==> config.mk <==
export PLATFORM = sky130hd
export DESIGN_NAME = sorted_priority_queue_top_flat
export DESIGN_NICKNAME = d
export VERILOG_FILES = /design/src/spq_pkg.sv /design/src/spq_if.sv /design/src/spq_cell.sv /design/src/sorted_priority_queue_top.sv /design/src/flat_wrapper.sv
export VERILOG_INCLUDE_DIRS = /design/src /design/src/src
export SDC_FILE = /design/constraint.sdc
export NUM_CORES = 2
export LEC_CHECK = 0
export ABC_CLOCK_PERIOD_IN_PS = 4400
export BUFFER_PORTS_ARGS = -buffer_cell sky130_fd_sc_hd__buf_2
export CELL_PAD_IN_SITES_DETAIL_PLACEMENT = 0
export CELL_PAD_IN_SITES_GLOBAL_PLACEMENT = 2
export CORE_ASPECT_RATIO = 1.2
export CORE_MARGIN = 2
export CORE_UTILIZATION = 45
export CTS_BUF_LIST = sky130_fd_sc_hd__clkbuf_2 sky130_fd_sc_hd__clkbuf_4 sky130_fd_sc_hd__clkbuf_8
export CTS_CLUSTER_DIAMETER = 100
export DETAILED_ROUTE_END_ITERATION = 8
export PLACE_DENSITY = 0.89
export SLEW_MARGIN = 10
export SYNTH_ARGS = -nofsm -noshare
export SYNTH_HDL_FRONTEND = slang
export SYNTH_HIERARCHICAL = 1
export SYNTH_SLANG_ARGS = --single-unit
==> constraint.sdc <==
create_clock -name clk -period 4.4 [get_ports clk]
set_input_delay 0.88 -clock clk [delete_from_list [all_inputs] [get_ports clk]]
set_output_delay 0.88 -clock clk [all_outputs]
set_load 0.01 [all_outputs]
==> src/sorted_priority_queue_top_macros.svh <==
// Assertion macros for the sorted priority queue.
// Each takes a label, clock, active-low reset, antecedent, consequent and message.
`ifndef SORTED_PRIORITY_QUEUE_TOP_MACROS_SVH
`define SORTED_PRIORITY_QUEUE_TOP_MACROS_SVH

`ifndef SYNTHESIS

`define SPQ_ASSERT_NOW(label, clk, rst_n, cond, rhs, msg) \
	label: assert property (@(posedge clk) disable iff (!rst_n) (cond) |-> (rhs)) \
		else $error(msg);

`define SPQ_ASSERT_NEXT(label, clk, rst_n, cond, rhs, msg) \
	label: assert property (@(posedge clk) disable iff (!rst_n) (cond) |=> (rhs)) \
		else $error(msg);

`else

`define SPQ_ASSERT_NOW(label, clk, rst_n, cond, rhs, msg)

`define SPQ_ASSERT_NEXT(label, clk, rst_n, cond, rhs, msg)

`endif

`endif

==> src/spq_pkg.sv <==
`timescale 1ns / 1ps

package spq_pkg;

	localparam int QUEUE_DEPTH_DEF = 16;
	localparam int VALUE_W         = 32;
	localparam int PRIO_W          = 8;
	localparam int STATUS_W        = 2;
	localparam int OCC_W           = 5;

	localparam logic OP_ENQ = 1'b0;
	localparam logic OP_DEQ = 1'b1;

	typedef enum logic [STATUS_W-1:0] {
		ST_DONE  = 2'd0,
		ST_FULL  = 2'd1,
		ST_EMPTY = 2'd2
	} spq_status_t;

	typedef struct packed {
		logic [VALUE_W-1:0] value;
		logic [PRIO_W-1:0]  prio;
	} spq_entry_t;

	// Broadcast to every cell in the cycle a transaction is accepted
	typedef struct packed {
		logic       enq;
		logic       deq;
		spq_entry_t entry;
	} spq_cmd_t;

endpackage

==> src/spq_if.sv <==
`timescale 1ns / 1ps

interface spq_in_if
	import spq_pkg::*;
();
	logic               valid;
	logic               ready;
	logic               op;
	logic [VALUE_W-1:0] value;
	logic [PRIO_W-1:0]  priority_req;

	modport source (output valid, output op, output value, output priority_req, input ready);
	modport sink   (input valid, input op, input value, input priority_req, output ready);
endinterface

interface spq_out_if
	import spq_pkg::*;
();
	logic                valid;
	logic                ready;
	logic [VALUE_W-1:0]  head_value;
	logic [STATUS_W-1:0] status;
	logic [OCC_W-1:0]    occupancy;

	modport source (output valid, output head_value, output status, output occupancy,
		input ready);
	modport sink   (input valid, input head_value, input status, input occupancy,
		output ready);
endinterface

==> src/spq_cell.sv <==
`timescale 1ns / 1ps

module spq_cell
	import spq_pkg::*;
(
	input  logic       clk,
	input  spq_cmd_t   cmd,
	input  logic       occupied,
	input  logic       left_gt,
	input  spq_entry_t left_entry,
	input  spq_entry_t right_entry,
	output logic       gt,
	output spq_entry_t entry
);

	spq_entry_t entry_q;

	// An empty cell counts as holding a larger number, so it takes part in the shift
	assign gt    = !occupied || (entry_q.prio > cmd.entry.prio);
	assign entry = entry_q;

	always_ff @(posedge clk) begin
		if (cmd.enq && gt) begin
			entry_q <= left_gt ? left_entry : cmd.entry;
		end else if (cmd.deq) begin
			entry_q <= right_entry;
		end
	end

endmodule

==> src/sorted_priority_queue_top.sv <==
`timescale 1ns / 1ps
// An accepted transaction's result is registered on the output in the cycle after it is accepted.
// Throughput: one transaction per cycle; every cell compares and shifts in parallel.
// A stalled result holds the input back until it is taken.
// Reset (arst_n low, asynchronous) empties the queue and drops any pending result;
// the cell contents are not cleared.

`include "sorted_priority_queue_top_macros.svh"

module sorted_priority_queue_top
	import spq_pkg::*;
#(
	parameter int QUEUE_DEPTH = QUEUE_DEPTH_DEF
) (
	input  logic       clk,
	input  logic       arst_n,
	spq_in_if.sink     req,
	spq_out_if.source  rsp
);

	localparam int CNT_W = $clog2(QUEUE_DEPTH + 1);

	logic [CNT_W-1:0]    count_q;
	logic [CNT_W-1:0]    count_next;
	logic                out_valid_q;
	logic [VALUE_W-1:0]  head_value_q;
	spq_status_t         status_q;
	logic [OCC_W-1:0]    occupancy_q;

	logic        accept;
	logic        full;
	logic        empty;
	spq_cmd_t    cmd;
	spq_status_t status_next;
	logic [VALUE_W-1:0] head_next;

	logic       cell_gt    [QUEUE_DEPTH];
	spq_entry_t cell_entry [QUEUE_DEPTH];

	assign req.ready = !out_valid_q || rsp.ready;
	assign accept    = req.valid && req.ready;
	assign full      = (count_q == CNT_W'(QUEUE_DEPTH));
	assign empty     = (count_q == '0);

	assign cmd.enq         = accept && (req.op == OP_ENQ) && !full;
	assign cmd.deq         = accept && (req.op == OP_DEQ) && !empty;
	assign cmd.entry.value = req.value;
	assign cmd.entry.prio  = req.priority_req;

	always_comb begin
		count_next  = count_q;
		status_next = ST_DONE;
		head_next   = '0;
		if (req.op == OP_ENQ) begin
			if (full) begin
				status_next = ST_FULL;
			end else begin
				count_next = count_q + 1'b1;
			end
		end else begin
			if (empty) begin
				status_next = ST_EMPTY;
				head_next   = '1;
			end else begin
				count_next = count_q - 1'b1;
				head_next  = cell_entry[0].value;
			end
		end
	end

	for (genvar i = 0; i < QUEUE_DEPTH; i++) begin : g_cell
		logic       left_gt;
		spq_entry_t left_entry;
		spq_entry_t right_entry;

		if (i == 0) begin : g_head
			assign left_gt    = 1'b0;
			assign left_entry = cmd.entry;
		end else begin : g_body
			assign left_gt    = cell_gt[i-1];
			assign left_entry = cell_entry[i-1];
		end

		if (i == QUEUE_DEPTH - 1) begin : g_tail
			assign right_entry = cell_entry[i];
		end else begin : g_inner
			assign right_entry = cell_entry[i+1];
		end

		spq_cell u_cell (
			.clk         (clk),
			.cmd         (cmd),
			.occupied    (count_q > CNT_W'(i)),
			.left_gt     (left_gt),
			.left_entry  (left_entry),
			.right_entry (right_entry),
			.gt          (cell_gt[i]),
			.entry       (cell_entry[i])
		);
	end

	always_ff @(posedge clk or negedge arst_n) begin
		if (!arst_n) begin
			count_q     <= '0;
			out_valid_q <= 1'b0;
		end else begin
			if (accept) begin
				count_q     <= count_next;
				out_valid_q <= 1'b1;
			end else if (rsp.ready) begin
				out_valid_q <= 1'b0;
			end
		end
	end

	always_ff @(posedge clk) begin
		if (accept) begin
			head_value_q <= head_next;
			status_q     <= status_next;
			occupancy_q  <= OCC_W'(count_next);
		end
	end

	assign rsp.valid      = out_valid_q;
	assign rsp.head_value = head_value_q;
	assign rsp.status     = status_q;
	assign rsp.occupancy  = occupancy_q;

	`SPQ_ASSERT_NOW(a_count_bound, clk, arst_n, 1'b1, count_q <= CNT_W'(QUEUE_DEPTH), "occupancy beyond depth")
	`SPQ_ASSERT_NEXT(a_result_after_accept, clk, arst_n, accept, out_valid_q, "no result after accepted transaction")
	`SPQ_ASSERT_NEXT(a_enq_grows, clk, arst_n, cmd.enq, count_q == $past(count_q) + 1'b1, "enqueue did not grow the queue")
	`SPQ_ASSERT_NEXT(a_drop_keeps, clk, arst_n, accept && !cmd.enq && !cmd.deq, $stable(count_q), "rejected transaction changed occupancy")
	`SPQ_ASSERT_NOW(a_empty_result, clk, arst_n, out_valid_q && status_q == ST_EMPTY, head_value_q == '1 && occupancy_q == '0, "empty dequeue result malformed")

endmodule
==> src/flat_wrapper.sv <==
// flat-port wrapper written by rule: the top's interface ports become plain ports
module sorted_priority_queue_top_flat import spq_pkg::*;
#(
	parameter int QUEUE_DEPTH = QUEUE_DEPTH_DEF
)
  (clk, arst_n, req_valid, req_op, req_value, req_priority_req, req_ready, rsp_valid, rsp_head_value, rsp_status, rsp_occupancy, rsp_ready);
  spq_in_if req_i ();
  spq_out_if rsp_i ();
  input  logic clk;
  input  logic arst_n;
  input wire logic [$bits(req_i.valid)-1:0] req_valid;
  input wire logic [$bits(req_i.op)-1:0] req_op;
  input wire logic [$bits(req_i.value)-1:0] req_value;
  input wire logic [$bits(req_i.priority_req)-1:0] req_priority_req;
  output wire logic [$bits(req_i.ready)-1:0] req_ready;
  output wire logic [$bits(rsp_i.valid)-1:0] rsp_valid;
  output wire logic [$bits(rsp_i.head_value)-1:0] rsp_head_value;
  output wire logic [$bits(rsp_i.status)-1:0] rsp_status;
  output wire logic [$bits(rsp_i.occupancy)-1:0] rsp_occupancy;
  input wire logic [$bits(rsp_i.ready)-1:0] rsp_ready;
  assign req_i.valid = req_valid;
  assign req_i.op = req_op;
  assign req_i.value = req_value;
  assign req_i.priority_req = req_priority_req;
  assign req_ready = req_i.ready;
  assign rsp_valid = rsp_i.valid;
  assign rsp_head_value = rsp_i.head_value;
  assign rsp_status = rsp_i.status;
  assign rsp_occupancy = rsp_i.occupancy;
  assign rsp_i.ready = rsp_ready;
  sorted_priority_queue_top #(.QUEUE_DEPTH(QUEUE_DEPTH)) u_core (.clk(clk), .arst_n(arst_n), .req(req_i), .rsp(rsp_i));
endmodule
==> metrics <==
Max Buffers Root-to-Sink=3; CTS tree=built; DRT antenna net count=0; status=completed; Die ar.=around 97000 µm²; Final Hold Slack=slightly below 0.4 ns; Fin. Hold Viols=0; DP HPWL=~64 mm; crit end category=flop; Cell Pwr Density=just over 500 nW/µm²; HP Class=input pin to flop; worst-path fanout max=40; most common cell after layout, fill and taps aside=edfxtp_1; layout cells sized above 1=0.501; synth warn=6; Reg clk slew, reported paths=about 0.06 ns; max cap viols=0; clk_lat worst skew=around 0.73 ns; Initial Util=0.455; I/O Buffers=85; vias in the first global route=24731; Die Width=between 200 and 300 µm; drc violations=0; final setup vio count=0; post-DR vias/cell=5.37; post_cts resized=0; pin count of the biggest net entering global routing=between 40 and 50; Mapped Cells=between 2000 and 3000; number of clock sinks=roughly 690; period utilisation layout=0.800; Pre-antenna DRT Iters=7; Max H-tree Level=3; crit path kind=flop to flop; most frequent cells in the layout=edfxtp_1 (679), mux2_4 (624), mux2_2 (545), o21ai_0 (154), inv_1 (149); total CTS buffers=approximately 110; Critical Path Source Type=flop; DIE HEIGHT=approximately 340 µm; Cell Rows=123; fillers=7955; Top Ports=86; Synth Cell Area=around 43000 µm²; Initial DRC Count=1414; final wirelength=85.7 mm; FF+latch area=20500 µm²; Arr. time, crit path=3.86 ns; Peak VDD IR=253 µV; Syn-to-layout area delta=8.83%; Static Leak=17.7 nW; Crit-path slowest cell=or2_2; multi-input logic area=20500 µm²; Total Routing Usage GR=0.172; RSZ-0062 raised after global routing=false; final setup TNS=0 ns; GPL Wtd Cong=0.784; Final min period=3.52 ns; fin. max-slew vios=0; core area=~94000 µm²; CP cell instances=inv_1 -> ha_1 -> and4bb_2 -> or2_1 -> nor2_2 -> buf_12 -> o211a_4 -> or2_2; achievable clock frequency=284 MHz; Post-Syn Area per Cell=14.8 µm²; Crit path largest cell delay=roughly 0.85 ns; Remaining Overflow, GRT=0; Clock Skew=~0.034 ns; first-pass GRT wire length=137 mm; Root Driver=clkbuf_8; initial antenna violation count=13; Worst Tran Pin Value=~1.1 ns; WL/cell=~20 µm; Max transition margin=0.257; Nets=approximately 3200; CP required=~4.7 ns; vias post-DR=about 23000
## critical path, delay by kind of cell (launching register included)
kind / cells / cell delay (ns)
AOI/OAI and AO/OA: 1 / 0.25
buffers and inverters: 2 / 0.39
DFF: 1 / 0.52
adders and majority gates: 1 / 0.30
and+or+nand+nor: 4 / 1.59
## metal layers
layer,part of all wire,GRT usage
met1,0.46,0.226
met3,0.040,0.0293
met5,0.0011,0
met4,0.017,0.0447
met2,0.48,0.295
## flip-flops by register name, summed over array words and instances (netlist names)
register and flops:
u_core/rsp.head_value 32, u_core/count_q 5, u_core/rsp.status 2, u_core/rsp.occupancy 5, u_core/rsp.valid 1, u_core/g_cell.u_cell/entry 640
## final timing paths
path	startpoint	end	slack, ns	depth (start not counted)
worst max-delay path	u_core/count_q[0]$_DFFE_PN0P_	u_core/g_cell[15].u_cell/entry[22]$_DFFE_PP_	0.88	8
worst min-delay path	req_valid	u_core/rsp.valid$_DFFE_PN0P_	0.39	2
worst max register to register	u_core/count_q[0]$_DFFE_PN0P_	u_core/g_cell[15].u_cell/entry[22]$_DFFE_PP_	0.88	8
worst min register to register	u_core/rsp.valid$_DFFE_PN0P_	u_core/rsp.valid$_DFFE_PN0P_	0.57	2
max in group asynchronous	arst_n	u_core/count_q[1]$_DFFE_PN0P_	3.71	2
min in group asynchronous	arst_n	u_core/rsp.valid$_DFFE_PN0P_	0.53	2
## final cells by class
cell class,count,share of cell area
Antenna cell,5,0.000269
Clock buffer,150,0.0398
Clock inverter,41,0.00549
Inverter,165,0.0133
Multi-Input combinational cell,1873,0.440
Sequential cell,685,0.442
Tap cell,1250,0.0336
Timing Repair Buffer,143,0.0256
## power by group
group          total [mW]  switching, mW  internal, mW
clock network        5.38           2.55          2.83
registers            9.46          0.669          8.79
logic                8.58           3.90          4.68
## per-stage QoR
step,utilization,instance area (µm²),total power [mW],instances,worst slack (ns)
global placement,0.473,44400,17.8,4115,0.707
CTS,0.495,46500,23.6,4307,0.873
finish,0.495,46500,23.4,4312,0.881
detailed placement,0.473,44400,18.2,4115,0.633
global route,0.495,46500,24.7,4310,0.671
floorplan,-,42700,16.3,2879,0.640
## repair_timing
action	CTS	global route
hold buffers	1	0
setup buffers	0	0
hold endpoints to repair	6	0
No activity file was read; power rests on OpenSTA's default activity.
